File: src/tcbe_pkg.sv
// shared types and constants for the character-cell text buffer
package tcbe_pkg;

	localparam int REQ_W      = 2;
	localparam int KEY_W      = 4;
	localparam int CHAR_W     = 16;
	localparam int REP_W      = 16;
	localparam int RCOL_W     = 7;
	localparam int RROW_W     = 6;
	localparam int COL_OUT_W  = 7;
	localparam int ROW_OUT_W  = 6;
	localparam int CFG_IDX_W  = 1;
	localparam int CFG_DATA_W = 8;
	localparam int COLS_CFG_W = 8;
	localparam int ROWS_CFG_W = 7;

	localparam logic [CHAR_W-1:0] SPACE_CODE   = 16'h0020;
	localparam logic [CHAR_W-1:0] CH_BACKSPACE = 16'h0008;
	localparam logic [CHAR_W-1:0] CH_TAB       = 16'h0009;
	localparam logic [CHAR_W-1:0] CH_LF        = 16'h000A;
	localparam logic [CHAR_W-1:0] CH_CR        = 16'h000D;
	localparam logic [CHAR_W-1:0] CH_ESC       = 16'h001B;

	typedef enum logic [REQ_W-1:0] {
		REQ_NAV  = 2'd0,
		REQ_CHAR = 2'd1,
		REQ_READ = 2'd2
	} req_type_t;

	typedef enum logic [KEY_W-1:0] {
		KEY_HOME   = 4'd0,
		KEY_END    = 4'd1,
		KEY_PGUP   = 4'd2,
		KEY_PGDN   = 4'd3,
		KEY_LEFT   = 4'd4,
		KEY_RIGHT  = 4'd5,
		KEY_UP     = 4'd6,
		KEY_DOWN   = 4'd7,
		KEY_DELETE = 4'd8
	} key_code_t;

	typedef enum logic [CFG_IDX_W-1:0] {
		CFG_COLS = 1'b0,
		CFG_ROWS = 1'b1
	} cfg_reg_t;

	typedef enum logic [2:0] {
		ST_IDLE,
		ST_EXEC,
		ST_FILL,
		ST_DEL_RD,
		ST_DEL_WR,
		ST_DEL_END,
		ST_RD_WAIT,
		ST_DONE
	} tcbe_state_t;

	typedef struct packed {
		logic [COL_OUT_W-1:0] cursor_col;
		logic [ROW_OUT_W-1:0] cursor_row;
		logic [CHAR_W-1:0]    cell_value;
	} tcbe_result_t;

	typedef struct packed {
		logic busy;
		logic done;
	} tcbe_stat_t;

endpackage

File: src/tcbe_ifs.sv
// request and result channel interfaces
interface tcbe_req_if
	import tcbe_pkg::*;
	();
	logic              valid;
	logic              ready;
	logic [REQ_W-1:0]  req_type;
	logic [KEY_W-1:0]  key_code;
	logic [CHAR_W-1:0] char_code;
	logic [REP_W-1:0]  repeat_count;
	logic [RCOL_W-1:0] read_col;
	logic [RROW_W-1:0] read_row;

	modport source (output valid, req_type, key_code, char_code, repeat_count,
		read_col, read_row, input ready);
	modport sink (input valid, req_type, key_code, char_code, repeat_count,
		read_col, read_row, output ready);
endinterface


File: src/tcbe_ctrl.sv
// request sequencer: cursor, size registers, row valid bits and cell edits
module tcbe_ctrl
	import tcbe_pkg::*;
#(
	parameter int MAX_COLS = 128,
	parameter int MAX_ROWS = 64,
	parameter int TAB_STOP = 8
) (
	input  logic                  clk,
	input  logic                  arst_n,
	input  logic                  cfg_we,
	input  logic [CFG_IDX_W-1:0]  cfg_idx,
	input  logic [CFG_DATA_W-1:0] cfg_data,
	tcbe_req_if.sink              req,
	output logic                  mem_we,
	output logic [((MAX_COLS > 1) ? $clog2(MAX_COLS) : 1)-1:0] mem_wcol,
	output logic [((MAX_ROWS > 1) ? $clog2(MAX_ROWS) : 1)-1:0] mem_wrow,
	output logic [CHAR_W-1:0]     mem_wdata,
	output logic                  mem_re,
	output logic [((MAX_COLS > 1) ? $clog2(MAX_COLS) : 1)-1:0] mem_rcol,
	output logic [((MAX_ROWS > 1) ? $clog2(MAX_ROWS) : 1)-1:0] mem_rrow,
	input  logic [CHAR_W-1:0]     mem_rdata,
	input  logic                  out_free,
	output tcbe_result_t          res,
	output tcbe_stat_t            stat
);
	localparam int CW       = (MAX_COLS > 1) ? $clog2(MAX_COLS) : 1;
	localparam int RW       = (MAX_ROWS > 1) ? $clog2(MAX_ROWS) : 1;
	localparam int COLS_RST = (MAX_COLS < 80) ? MAX_COLS : 80;
	localparam int ROWS_RST = (MAX_ROWS < 25) ? MAX_ROWS : 25;

	tcbe_state_t state_q, state_d;

	logic [CW-1:0]       col_q;
	logic [RW-1:0]       row_q;
	logic [CW:0]         cols_q;
	logic [RW:0]         rows_q;
	logic [MAX_ROWS-1:0] rowv_q;

	req_type_t         req_q;
	key_code_t         key_q;
	logic [CHAR_W-1:0] code_q;
	logic [REP_W-1:0]  reps_q;
	logic [RCOL_W-1:0] rcol_q;
	logic [RROW_W-1:0] rrow_q;
	logic [CW-1:0]     x_q;
	logic [CHAR_W-1:0] cell_q;

	logic [MAX_COLS-1:0] tab_hit;
	logic [CW:0]         col_p1;
	logic [RW:0]         row_p1;
	logic [CW:0]         x_p1;
	logic [CW:0]         x_p2;
	logic                col_last;
	logic                row_wrap;
	logic [RW-1:0]       row_next;
	logic [CW-1:0]       put_next_col;
	logic [CW-1:0]       cols_m1;
	logic [RW-1:0]       rows_m1;
	logic                rowv_cur;
	logic                tab_done;
	logic                rep_last;
	logic                reps_zero;
	logic                code_put;
	logic                put_ok;
	logic                rep_step;
	logic [CHAR_W-1:0]   put_data;
	logic [8:0]          rcol9;
	logic [CW+9:0]       cols_ext;
	logic [7:0]          rrow8;
	logic [RW+8:0]       rows_ext;
	logic [CW+RCOL_W-1:0] rcol_ext;
	logic [RW+RROW_W-1:0] rrow_ext;
	logic [CW-1:0]       rcol_idx;
	logic [RW-1:0]       rrow_idx;
	logic                rd_hit;
	logic [8:0]          cols_cv;
	logic [8:0]          cols_cl;
	logic [7:0]          rows_cv;
	logic [7:0]          rows_cl;
	logic [CW+COL_OUT_W-1:0] col_out_ext;
	logic [RW+ROW_OUT_W-1:0] row_out_ext;

	// columns that are tab stops, fixed at elaboration
	for (genvar i = 0; i < MAX_COLS; i++) begin : g_tab
		assign tab_hit[i] = ((i % TAB_STOP) == 0);
	end

	// cursor and sweep arithmetic
	assign col_p1       = {1'b0, col_q} + (CW+1)'(1);
	assign row_p1       = {1'b0, row_q} + (RW+1)'(1);
	assign x_p1         = {1'b0, x_q} + (CW+1)'(1);
	assign x_p2         = x_p1 + (CW+1)'(1);
	assign col_last     = !(col_p1 < cols_q);
	assign row_wrap     = !(row_p1 < rows_q);
	assign row_next     = row_wrap ? '0 : row_p1[RW-1:0];
	assign put_next_col = col_last ? '0 : col_p1[CW-1:0];
	assign cols_m1      = cols_q[CW-1:0] - CW'(1);
	assign rows_m1      = rows_q[RW-1:0] - RW'(1);
	assign rowv_cur     = rowv_q[row_q];
	assign tab_done     = tab_hit[put_next_col];
	assign rep_last     = (reps_q == REP_W'(1));
	assign reps_zero    = (reps_q == '0);

	// character classes
	always_comb begin
		unique case (code_q)
			CH_BACKSPACE, CH_LF, CH_CR, CH_ESC: code_put = 1'b0;
			default:                             code_put = 1'b1;
		endcase
	end
	assign put_data = (code_q == CH_TAB) ? SPACE_CODE : code_q;
	assign put_ok   = (req_q == REQ_CHAR) && !reps_zero && code_put && rowv_cur;

	// one repetition of a character request ends this cycle
	always_comb begin
		rep_step = 1'b0;
		if (state_q == ST_EXEC && req_q == REQ_CHAR && !reps_zero) begin
			if (code_q == CH_LF || code_q == CH_CR) begin
				rep_step = 1'b1;
			end else if (code_q == CH_BACKSPACE) begin
				rep_step = (col_q != '0) && !rowv_cur;
			end else if (code_put && rowv_cur) begin
				rep_step = (code_q != CH_TAB) || tab_done;
			end
		end else if (state_q == ST_DEL_END && req_q == REQ_CHAR) begin
			rep_step = 1'b1;
		end
	end

	// read request range check and cell index
	assign rcol9    = {2'b00, rcol_q};
	assign cols_ext = {9'd0, cols_q};
	assign rrow8    = {2'b00, rrow_q};
	assign rows_ext = {8'd0, rows_q};
	assign rcol_ext = {{CW{1'b0}}, rcol_q};
	assign rrow_ext = {{RW{1'b0}}, rrow_q};
	assign rcol_idx = rcol_ext[CW-1:0];
	assign rrow_idx = rrow_ext[RW-1:0];
	assign rd_hit   = (rcol9 < cols_ext[8:0]) && (rrow8 < rows_ext[7:0])
		&& rowv_q[rrow_idx];

	// size register clamping
	assign cols_cv = {1'b0, cfg_data[COLS_CFG_W-1:0]};
	assign cols_cl = (cols_cv == '0) ? 9'd1
		: ((cols_cv > 9'(MAX_COLS)) ? 9'(MAX_COLS) : cols_cv);
	assign rows_cv = {1'b0, cfg_data[ROWS_CFG_W-1:0]};
	assign rows_cl = (rows_cv == '0) ? 8'd1
		: ((rows_cv > 8'(MAX_ROWS)) ? 8'(MAX_ROWS) : rows_cv);

	// next state
	always_comb begin
		state_d = state_q;
		unique case (state_q)
			ST_IDLE: begin
				if (req.valid) state_d = ST_EXEC;
			end
			ST_EXEC: begin
				case (req_q)
					REQ_NAV: begin
						if (key_q == KEY_DELETE && rowv_cur) begin
							state_d = (col_p1 < cols_q) ? ST_DEL_RD : ST_DEL_END;
						end else begin
							state_d = ST_DONE;
						end
					end
					REQ_CHAR: begin
						if (reps_zero || code_q == CH_ESC) begin
							state_d = ST_DONE;
						end else if (code_q == CH_BACKSPACE) begin
							if (col_q == '0) state_d = ST_DONE;
							else if (rowv_cur) state_d = ST_DEL_RD;
							else state_d = rep_last ? ST_DONE : ST_EXEC;
						end else if (code_q == CH_LF || code_q == CH_CR) begin
							state_d = rep_last ? ST_DONE : ST_EXEC;
						end else if (!rowv_cur) begin
							state_d = ST_FILL;
						end else if (rep_step && rep_last) begin
							state_d = ST_DONE;
						end else begin
							state_d = ST_EXEC;
						end
					end
					REQ_READ: state_d = rd_hit ? ST_RD_WAIT : ST_DONE;
					default:  state_d = ST_DONE;
				endcase
			end
			ST_FILL:    state_d = (x_p1 < cols_q) ? ST_FILL : ST_EXEC;
			ST_DEL_RD:  state_d = ST_DEL_WR;
			ST_DEL_WR:  state_d = (x_p2 < cols_q) ? ST_DEL_RD : ST_DEL_END;
			ST_DEL_END: state_d = (req_q == REQ_CHAR && !rep_last) ? ST_EXEC : ST_DONE;
			ST_RD_WAIT: state_d = ST_DONE;
			ST_DONE:    state_d = out_free ? ST_IDLE : ST_DONE;
			default:    state_d = ST_IDLE;
		endcase
	end

	// memory controls and handshake
	always_comb begin
		mem_we    = 1'b0;
		mem_wcol  = col_q;
		mem_wrow  = row_q;
		mem_wdata = SPACE_CODE;
		mem_re    = 1'b0;
		mem_rcol  = x_p1[CW-1:0];
		mem_rrow  = row_q;
		unique case (state_q)
			ST_EXEC: begin
				if (put_ok) begin
					mem_we    = 1'b1;
					mem_wdata = put_data;
				end
				if (req_q == REQ_READ) begin
					mem_re   = rd_hit;
					mem_rcol = rcol_idx;
					mem_rrow = rrow_idx;
				end
			end
			ST_FILL: begin
				mem_we   = 1'b1;
				mem_wcol = x_q;
			end
			ST_DEL_RD: mem_re = 1'b1;
			ST_DEL_WR: begin
				mem_we    = 1'b1;
				mem_wcol  = x_q;
				mem_wdata = mem_rdata;
			end
			ST_DEL_END: begin
				mem_we   = 1'b1;
				mem_wcol = cols_m1;
			end
			default: ;
		endcase
		req.ready = (state_q == ST_IDLE);
		stat.busy = (state_q != ST_IDLE);
		stat.done = (state_q == ST_DONE) && out_free;
	end

	// result fields
	assign col_out_ext    = {{COL_OUT_W{1'b0}}, col_q};
	assign row_out_ext    = {{ROW_OUT_W{1'b0}}, row_q};
	assign res.cursor_col = col_out_ext[COL_OUT_W-1:0];
	assign res.cursor_row = row_out_ext[ROW_OUT_W-1:0];
	assign res.cell_value = cell_q;

	// state register
	always_ff @(posedge clk or negedge arst_n) begin
		if (!arst_n) begin
			state_q <= ST_IDLE;
		end else begin
			state_q <= state_d;
		end
	end

	// cursor, sizes and row valid bits
	always_ff @(posedge clk or negedge arst_n) begin
		if (!arst_n) begin
			col_q  <= '0;
			row_q  <= '0;
			cols_q <= (CW+1)'(COLS_RST);
			rows_q <= (RW+1)'(ROWS_RST);
			rowv_q <= '0;
		end else if (cfg_we) begin
			unique case (cfg_reg_t'(cfg_idx))
				CFG_COLS: cols_q <= cols_cl[CW:0];
				CFG_ROWS: rows_q <= rows_cl[RW:0];
				default: ;
			endcase
			rowv_q <= '0;
			col_q  <= '0;
			row_q  <= '0;
		end else begin
			case (state_q)
				ST_EXEC: begin
					if (req_q == REQ_NAV) begin
						unique case (key_q)
							KEY_HOME:  col_q <= '0;
							KEY_END:   col_q <= cols_m1;
							KEY_PGUP:  row_q <= '0;
							KEY_PGDN:  row_q <= rows_m1;
							KEY_LEFT:  if (col_q != '0) col_q <= col_q - CW'(1);
							KEY_RIGHT: if (!col_last) col_q <= col_p1[CW-1:0];
							KEY_UP:    if (row_q != '0) row_q <= row_q - RW'(1);
							KEY_DOWN:  if (!row_wrap) row_q <= row_p1[RW-1:0];
							default: ;
						endcase
					end else if (req_q == REQ_CHAR && !reps_zero) begin
						if (code_q == CH_ESC) begin
							rowv_q <= '0;
							col_q  <= '0;
							row_q  <= '0;
						end else if (code_q == CH_BACKSPACE) begin
							if (col_q != '0) col_q <= col_q - CW'(1);
						end else if (code_q == CH_LF) begin
							row_q <= row_next;
						end else if (code_q == CH_CR) begin
							col_q <= '0;
							row_q <= row_next;
						end else if (rowv_cur) begin
							col_q <= put_next_col;
							if (col_last) row_q <= row_next;
						end
					end
				end
				ST_FILL: begin
					if (!(x_p1 < cols_q)) rowv_q[row_q] <= 1'b1;
				end
				default: ;
			endcase
		end
	end

	// request fields, repeat counter, sweep index and read data
	always_ff @(posedge clk) begin
		case (state_q)
			ST_IDLE: begin
				if (req.valid) begin
					req_q  <= req_type_t'(req.req_type);
					key_q  <= key_code_t'(req.key_code);
					code_q <= req.char_code;
					reps_q <= req.repeat_count;
					rcol_q <= req.read_col;
					rrow_q <= req.read_row;
					cell_q <= '0;
				end
			end
			ST_EXEC: begin
				if (!rowv_cur) x_q <= '0;
				else if (req_q == REQ_CHAR && code_q == CH_BACKSPACE) x_q <= col_q - CW'(1);
				else x_q <= col_q;
				if (req_q == REQ_READ && !rd_hit) cell_q <= SPACE_CODE;
			end
			ST_FILL:    x_q <= x_p1[CW-1:0];
			ST_DEL_WR:  x_q <= x_p1[CW-1:0];
			ST_RD_WAIT: cell_q <= mem_rdata;
			default: ;
		endcase
		if (rep_step) reps_q <= reps_q - REP_W'(1);
	end

endmodule

File: src/flat_wrapper.sv
// flat-port wrapper written by rule: the top's interface ports become plain ports
module tcbe_ctrl_flat import tcbe_pkg::*;
#(
	parameter int MAX_COLS = 128,
	parameter int MAX_ROWS = 64,
	parameter int TAB_STOP = 8
)
  (clk, arst_n, cfg_we, cfg_idx, cfg_data, mem_we, mem_wcol, mem_wrow, mem_wdata, mem_re, mem_rcol, mem_rrow, mem_rdata, out_free, res, stat, req_valid, req_req_type, req_key_code, req_char_code, req_repeat_count, req_read_col, req_read_row, req_ready);
  tcbe_req_if req_i ();
  input  logic clk;
  input  logic arst_n;
  input  logic cfg_we;
  input  logic [CFG_IDX_W-1:0] cfg_idx;
  input  logic [CFG_DATA_W-1:0] cfg_data;
  output logic mem_we;
  output logic [((MAX_COLS > 1) ? $clog2(MAX_COLS) : 1)-1:0] mem_wcol;
  output logic [((MAX_ROWS > 1) ? $clog2(MAX_ROWS) : 1)-1:0] mem_wrow;
  output logic [CHAR_W-1:0] mem_wdata;
  output logic mem_re;
  output logic [((MAX_COLS > 1) ? $clog2(MAX_COLS) : 1)-1:0] mem_rcol;
  output logic [((MAX_ROWS > 1) ? $clog2(MAX_ROWS) : 1)-1:0] mem_rrow;
  input  logic [CHAR_W-1:0] mem_rdata;
  input  logic out_free;
  output tcbe_result_t res;
  output tcbe_stat_t stat;
  input wire logic [$bits(req_i.valid)-1:0] req_valid;
  input wire logic [$bits(req_i.req_type)-1:0] req_req_type;
  input wire logic [$bits(req_i.key_code)-1:0] req_key_code;
  input wire logic [$bits(req_i.char_code)-1:0] req_char_code;
  input wire logic [$bits(req_i.repeat_count)-1:0] req_repeat_count;
  input wire logic [$bits(req_i.read_col)-1:0] req_read_col;
  input wire logic [$bits(req_i.read_row)-1:0] req_read_row;
  output wire logic [$bits(req_i.ready)-1:0] req_ready;
  assign req_i.valid = req_valid;
  assign req_i.req_type = req_req_type;
  assign req_i.key_code = req_key_code;
  assign req_i.char_code = req_char_code;
  assign req_i.repeat_count = req_repeat_count;
  assign req_i.read_col = req_read_col;
  assign req_i.read_row = req_read_row;
  assign req_ready = req_i.ready;
  tcbe_ctrl #(.MAX_COLS(MAX_COLS), .MAX_ROWS(MAX_ROWS), .TAB_STOP(TAB_STOP)) u_core (.clk(clk), .arst_n(arst_n), .cfg_we(cfg_we), .cfg_idx(cfg_idx), .cfg_data(cfg_data), .req(req_i), .mem_we(mem_we), .mem_wcol(mem_wcol), .mem_wrow(mem_wrow), .mem_wdata(mem_wdata), .mem_re(mem_re), .mem_rcol(mem_rcol), .mem_rrow(mem_rrow), .mem_rdata(mem_rdata), .out_free(out_free), .res(res), .stat(stat));
endmodule
File: config.mk
export PLATFORM = sky130hd
export DESIGN_NAME = tcbe_ctrl_flat
export DESIGN_NICKNAME = d
export VERILOG_FILES = /design/src/tcbe_pkg.sv /design/src/tcbe_ifs.sv /design/src/tcbe_ctrl.sv /design/src/flat_wrapper.sv
export SDC_FILE = /design/constraint.sdc
export NUM_CORES = 1
export LEC_CHECK = 0
export BUFFER_PORTS_ARGS = -buffer_cell sky130_fd_sc_hd__buf_2
export CAP_MARGIN = 0
export CORE_UTILIZATION = 35
export CTS_CLUSTER_DIAMETER = 50
export DETAILED_ROUTE_END_ITERATION = 6
export GPL_TIMING_DRIVEN = 0
export SKIP_LAST_GASP = 1
export SLEW_MARGIN = 20
export SYNTH_ARGS = -nofsm -noshare
export SYNTH_HDL_FRONTEND = slang
export SYNTH_SLANG_ARGS = --single-unit
File: constraint.sdc
create_clock -name clk -period 11.42 [get_ports clk]
set_input_delay 0.571 -clock clk [delete_from_list [all_inputs] [get_ports clk]]
set_output_delay 0.571 -clock clk [all_outputs]
set_load 0.03 [all_outputs]
==> impl_metrics.env, run 1 <==
export IMPL_status="finished, violations left"
export IMPL_violations="DRC"
export IMPL_ys_flop_type="dfrtp_1"
export IMPL_ys_types=82
export IMPL_r2r_end="u_core.mem_wrow[2]"
export IMPL_r2r_slack_ns=6.81
export IMPL_dieArea_um2=32300
export IMPL_maxCapViolCount=0
export IMPL_ys_warnings_count=0
export IMPL_slew_violations=0
export IMPL_layout_commonest_cell="buf_2"
export IMPL_grt_max_degree=50
export IMPL_synth_edf_count=74
export IMPL_syn_inst=1134
export IMPL_crit_path_end_kind="primary output"
export IMPL_grt_usage=0.222
export IMPL_crit_chain="clkbuf_1, clkbuf_1, mux4_2, mux4_2, mux4_2, o21ai_1, nor4b_1, o211a_1, buf_2"
export IMPL_grt_pass1_vias=9763
export IMPL_clockPowerShare=0.229
export IMPL_start_kind="flip-flop"
export IMPL_relSlewSlack=0.159
export IMPL_criticalPathCategory="flip-flop to primary output"
export IMPL_setup_tns_ns=0
export IMPL_worst_ep_required_time_ns=10.85
export IMPL_register_area_um2=4610
export IMPL_first_pass_iters=7
export IMPL_vdd_drop_max_uv=119
export IMPL_skew_ns=0.0161
export IMPL_num_nets_final=1447
export IMPL_finalSetupViolations=0
export IMPL_antenna_found_initial=0
export IMPL_vias=9969
export IMPL_numCtsBuffers=17
export IMPL_drive_gt1_frac=0.218
export IMPL_path_clk_slew_ns=0.07
export IMPL_synth_avg_cell_area_um2=9.75
export IMPL_power_per_cell_area_nw_per_um2=187
export IMPL_synth_seq_cells=169
export IMPL_cts_resized=0
export IMPL_cpPeakStageDelay_ns=0.57
export IMPL_fillCellCount=3000
export IMPL_cts_setup_buffers=0
export IMPL_hold_class="input pin to async pin"
export IMPL_regToRegStartpoint="u_core.mem_wrow[0]"
export IMPL_port_buffers=156
export IMPL_rsz0062_at_grt="no"
export IMPL_async_flop_share=0.562
export IMPL_path_common_cell="mux4_2"
export IMPL_drcViolationCount=15
export IMPL_placed_area_um2=12500
export IMPL_setup_ws_ns=6.65
export IMPL_dpl_worst_slack_ns=6.95
export IMPL_tightest_slew_ns=1.26
export IMPL_layout_common_cells="169 x buf_2, 137 x nor2_1, 90 x dfrtp_1, 79 x nand2_1, 74 x edfxtp_1"
export IMPL_area_growth_pct=17.6
export IMPL_finalHoldViolations=0
export IMPL_grt_pass1_wl_mm=55.7
export IMPL_drt_iter0_markers=1099
export IMPL_ctsHoldBuffers=0
export IMPL_num_antenna_cells=0
export IMPL_core_um2=30800
export IMPL_clock_latency_ns=0.45
export IMPL_reg2reg_depth=14
export IMPL_combPwrFrac=0.442
export IMPL_cts_buffer_depth=2
export IMPL_final_core_util=0.422
export IMPL_multiInputGateArea_um2=5960
export IMPL_cts_htree_levels=4
export IMPL_p_int_mw=1.37
export IMPL_vias_per_cell=5.78
export IMPL_hpwl_mm=26.7
export IMPL_rows=64
export IMPL_synth_area_um2=11100
export IMPL_ant_nets=0
export IMPL_syn_num_nets=1264
export IMPL_timing_fmax_ghz=0.210
export IMPL_die_y_um=180
export IMPL_crit_buf_inv=3
export IMPL_p_leak_nw=5.50
export IMPL_finish_instance_area_um2=13000
export IMPL_seqPwrFrac=0.329
export IMPL_cpLargestDelayFamily="multiplexers"
export IMPL_clkSinkCount=169
export IMPL_initial_core_util=0.359
export IMPL_die_w_um=180
export IMPL_grt_ovfl_total=0
export IMPL_cts_root_buffer="clkbuf_16"
export IMPL_min_period_ns=4.77
export IMPL_place_congestion=0.912
export IMPL_power_switching_mw=1.06
export IMPL_yosysSeqAreaShare=0.416
export IMPL_cp_slowest_cell="clkbuf_1"
export IMPL_cp_max_fo=10
export IMPL_cts_tree="yes"
export IMPL_cp_arrival_ns=4.20
export IMPL_swShare=0.435
export IMPL_period_share=0.418
export IMPL_pin_count=157
export IMPL_postRouteWirelength_mm=35.8
export IMPL_post_drt_wl_per_cell_um=20.8
-- sequential cells by signal, indices dropped and copies added (netlist names) --
| signal | flops |
|---|---|
| u_core.cell_q | 16 |
| u_core.code_q | 16 |
| u_core.col_q | 7 |
| u_core.cols_q | 8 |
| u_core.key_q | 4 |
| u_core.mem_wrow | 6 |
| u_core.rcol_idx | 7 |
| u_core.reps_q | 16 |
| u_core.req_q | 2 |
| u_core.rows_q | 7 |
| u_core.rowv_q | 64 |
| u_core.rrow_idx | 6 |
| u_core.state_q | 3 |
| u_core.x_q | 7 |
-- per-layer routing --
metal | wire [µm] | track usage | vias up
li1 | - | - | 4626
met1 | 14900 | 0.287 | 4825
met2 | 17200 | 0.368 | 450
met3 | 2860 | 0.0502 | 68
met4 | 855 | 0.0693 | 0
met5 | 0 | 0 | -
-- how the worst max path moves through the flow --
stage	start	endpoint	slack, ns	depth (start not counted)
2_1_floorplan	u_core.col_q[4]	u_core.reps_q[0]	7.48	14
5_1_grt	u_core.rrow_idx[1]	mem_re	6.65	9
4_1_cts	u_core.rrow_idx[1]	mem_re	6.71	9
3_5_place_dp	u_core.col_q[4]	u_core.reps_q[6]	6.95	14
6_report	u_core.rrow_idx[1]	mem_re	6.65	9
3_3_place_gp	u_core.rrow_idx[1]	u_core.cell_q[9]	6.62	8
-- power by group through the flow --
stage / Clock (mW) / Combinational [mW] / Sequential (mW)
6_report: 0.557 / 1.07 / 0.800
5_1_grt: 0.589 / 1.17 / 0.810
4_1_cts: 0.567 / 1.06 / 0.800
3_5_place_dp: 0 / 1.06 / 0.811
3_3_place_gp: 0 / 1.03 / 0.813
2_1_floorplan: 0 / 0.695 / 0.842
-- logic make-up (layout without fill, tap and decap cells) --
| group | count (synthesis) | in the layout | synth area share |
|---|---|---|---|
| AND/OR/NAND/NOR | 384 | 384 | 0.169 |
| AO/OA/AOI/OAI | 309 | 309 | 0.194 |
| flip-flops | 169 | 169 | 0.416 |
| buffers and inverters | 121 | 317 | 0.0475 |
| multiplexers | 55 | 55 | 0.0804 |
| adder cells (fa/ha/maj) | 49 | 49 | 0.0554 |
| XOR/XNOR | 47 | 47 | 0.0372 |
-- cell usage after synthesis (all sizes together), types with 5 or more instances --
library cell,count,area [µm²]
a211oi,10,75.1
a21o,10,75.1
a21oi,49,245
a221o,8,80.1
a221oi,12,118
a22o,16,140
a22oi,13,97.6
a31oi,59,369
a41oi,10,87.6
and2,8,52.6
and3,24,150
buf,31,188
clkbuf,49,184
dfrtp,90,2250
dfstp,5,131
edfxtp,74,2220
ha,49,613
inv,39,146
mux2,31,387
mux4,21,473
nand2,79,297
nand2b,15,93.8
nand3,35,175
nand4,5,31.3
nor2,138,534
nor2b,10,62.6
nor3,26,130
nor4,10,75.1
o211ai,8,60.1
o21a,6,45.0
o21ai,44,220
o21bai,6,45.0
o22ai,12,81.3
o31ai,17,128
or3,9,56.3
xnor2,22,193
xor2,25,219
-- final cells by class --
cell class / count / share of cell area
Buffer: 80 / 0.0286
Clock buffer: 17 / 0.0327
Clock inverter: 15 / 0.00904
Inverter: 41 / 0.0118
Multi-Input combinational cell: 844 / 0.458
Sequential cell: 169 / 0.354
Tap cell: 396 / 0.0381
Timing Repair Buffer: 164 / 0.0676
-- metrics by stage --
stage                     hold WS, ns  total power [mW]  std cells
after floorplan                 0.275              1.54       1134
after global placement          0.471              1.85       1686
after detailed placement        0.465              1.87       1694
after CTS                      0.0801              2.43       1726
after global routing            0.105              2.56       1726
final                          0.0735              2.43       1726
No activity file was read; power rests on OpenSTA's default activity.
==> inputs of run 2 (changes only) <==
==> constraint.sdc (replaced) <==
create_clock -name clk -period 4.7 [get_ports clk]
set_input_delay 0.235 -clock clk [delete_from_list [all_inputs] [get_ports clk]]
set_output_delay 0.235 -clock clk [all_outputs]
set_load 0.03 [all_outputs]
==> run 2 against run 1 <==
  * The flow still finishes with violations (DRC)
  * Largest power group unchanged
  * Final cell count grew 2.2%
  * Critical endpoint unchanged
  * Critical path type unchanged
  * Total power is 140% higher
  * Sequential share of layout area down 1.0 points
==> impl_metrics.env, run 2 (synthesis gave the netlist of run 1 again) <==
export IMPL_r2r_slack_ns=0.42
export IMPL_clkSinkCount=169
export IMPL_num_antenna_cells=0
export IMPL_postRouteWirelength_mm=36.1
export IMPL_violations="DRC"
export IMPL_r2r_end="u_core.rowv_q[46]"
export IMPL_grt_ovfl_total=0
export IMPL_hold_depth=3
export IMPL_core_um2=30800
export IMPL_initial_core_util=0.359
export IMPL_highest_layer="met4"
export IMPL_final_core_util=0.434
export IMPL_maxCapViolCount=0
export IMPL_rows=64
export IMPL_wl_met2_mm=17.4
export IMPL_crit_path_end_kind="primary output"
export IMPL_vdd_drop_max_uv=288
export IMPL_post_drt_wl_per_cell_um=20.5
export IMPL_largest_reg_flops=64
export IMPL_finalSetupViolations=0
export IMPL_timing_fmax_ghz=0.226
export IMPL_grt_pass1_vias=9903
export IMPL_path_common_cell="mux4_2"
export IMPL_cts_htree_levels=4
export IMPL_dieArea_um2=32300
export IMPL_die_y_um=180
export IMPL_p_leak_nw=5.66
export IMPL_die_w_um=180
export IMPL_worst_ep_required_time_ns=4.47
export IMPL_cp_slowest_cell="clkbuf_1"
export IMPL_reg2reg_depth=15
export IMPL_finalHoldViolations=0
export IMPL_register_area_um2=4610
export IMPL_path_clk_slew_ns=0.08
export IMPL_cts_tree="yes"
export IMPL_first_pass_iters=7
export IMPL_fillCellCount=2976
export IMPL_whs_ns=0.0151
export IMPL_skew_ns=0.0174
export IMPL_vias=10100
export IMPL_min_period_ns=4.42
export IMPL_numCtsBuffers=17
export IMPL_relSlewSlack=0.271
export IMPL_hold_end="u_core.rows_q[3]"
export IMPL_layout_common_cells="169 x buf_2, 136 x nor2_1, 90 x dfrtp_1, 79 x nand2_1, 74 x edfxtp_1"
export IMPL_pin_count=157
export IMPL_min_from="cfg_data[3]"
export IMPL_vias_per_cell=5.75
export IMPL_power_per_cell_area_nw_per_um2=443
export IMPL_status="finished, violations left"
export IMPL_wl_met3_mm=2.92
export IMPL_multiInputGateArea_um2=5960
export IMPL_place_congestion=0.912
export IMPL_cp_max_fo=10
export IMPL_hold_class="input pin to flip-flop"
export IMPL_drcViolationCount=15
export IMPL_drive_gt1_frac=0.213
export IMPL_port_buffers=156
export IMPL_cts_buffer_depth=2
export IMPL_period_share=0.941
export IMPL_wl_met1_mm=15.0
export IMPL_cts_root_buffer="clkbuf_16"
export IMPL_slew_violations=0
export IMPL_drt_iter0_markers=1088
export IMPL_cp_arrival_ns=4.19
export IMPL_crit_chain="clkbuf_1, clkbuf_1, mux4_2, mux4_2, mux4_2, o21ai_1, nor4b_1, o211a_1, buf_2"
export IMPL_grt_pass1_wl_mm=56.2
export IMPL_area_growth_pct=21.1
export IMPL_grt_usage=0.223
export IMPL_criticalPathCategory="flip-flop to primary output"
export IMPL_start_kind="flip-flop"
export IMPL_grt_max_degree=50
export IMPL_rsz0062_at_grt="no"
export IMPL_layout_commonest_cell="buf_2"
export IMPL_largest_register="u_core.rowv_q"
export IMPL_tightest_slew_ns=1.09
export IMPL_cpPeakStageDelay_ns=0.56
export IMPL_ant_nets=0
export IMPL_hpwl_mm=26.7
export IMPL_num_nets_final=1485
export IMPL_antenna_found_initial=0
export IMPL_clock_latency_ns=0.45
export IMPL_regToRegStartpoint="u_core.x_q[0]"
export IMPL_cts_setup_buffers=0
[run 2: through the flow]
| stage | TNS, ns | cell area, µm² | std cells | power, mW | setup WS, ns |
|---|---|---|---|---|---|
| after floorplan | 0 | 11100 | 1134 | 3.74 | 0.756 |
| after global placement | -1.64 | 12300 | 1686 | 4.49 | -0.103 |
| after detailed placement | 0 | 12500 | 1694 | 4.54 | 0.225 |
| after CTS | 0 | 13400 | 1764 | 5.93 | 0.235 |
| after global routing | 0 | 13400 | 1764 | 6.26 | 0.250 |
| final | 0 | 13400 | 1764 | 5.93 | 0.276 |
[run 2: repair_timing]
item / 4_1_cts / 5_1_grt
endpoints found under the setup margin: 0 / 19
hold buffers: 38 / 0
endpoints found under the hold margin: 85 / 0
resized for setup: 0 / 2
[run 2: layer usage]
layer	vias to the layer above	GRT usage
met4	0	0.0690
met5	-	0
met3	75	0.0486
met2	474	0.370
met1	4881	0.290
li1	4714	-
[run 2: worst max-delay path by stage]
stage	from	endpoint	slack (ns)	depth (start not counted)
after floorplan	u_core.col_q[4]	u_core.reps_q[0]	0.76	14
after CTS	u_core.col_q[4]	u_core.reps_q[11]	0.24	14
final	u_core.rrow_idx[1]	mem_re	0.28	9
after global routing	u_core.col_q[4]	u_core.reps_q[14]	0.25	14
after detailed placement	u_core.col_q[4]	u_core.reps_q[6]	0.23	14
after global placement	u_core.rrow_idx[1]	u_core.cell_q[9]	-0.10	8
[run 2: final cells by class]
cell class                 instances  area share
sequential                       169       0.344
buffer                            80      0.0277
tap                              396      0.0370
multi-input combinational        844       0.445
timing repair buffer             202      0.0941
clock inverter                    15     0.00878
clock buffer                      17      0.0318
inverter                          41      0.0115
[run 2: power breakdown]
| group | leakage [nW] | internal [mW] | total [mW] | switching [mW] |
|---|---|---|---|---|
| Clock | 0.269 | 0.688 | 1.35 | 0.664 |
| Combinational | 3.42 | 0.872 | 2.63 | 1.76 |
| Sequential | 1.97 | 1.80 | 1.94 | 0.147 |
| Total | 5.66 | 3.36 | 5.93 | 2.57 |
[run 2: worst max-delay path, delay by kind of cell, from the launching register on]
kind	cells	cell delay, ns
flops	1	0.37
mux	3	1.44
simple gates	1	0.16
buf+inv	3	1.27
compound gates	2	0.49
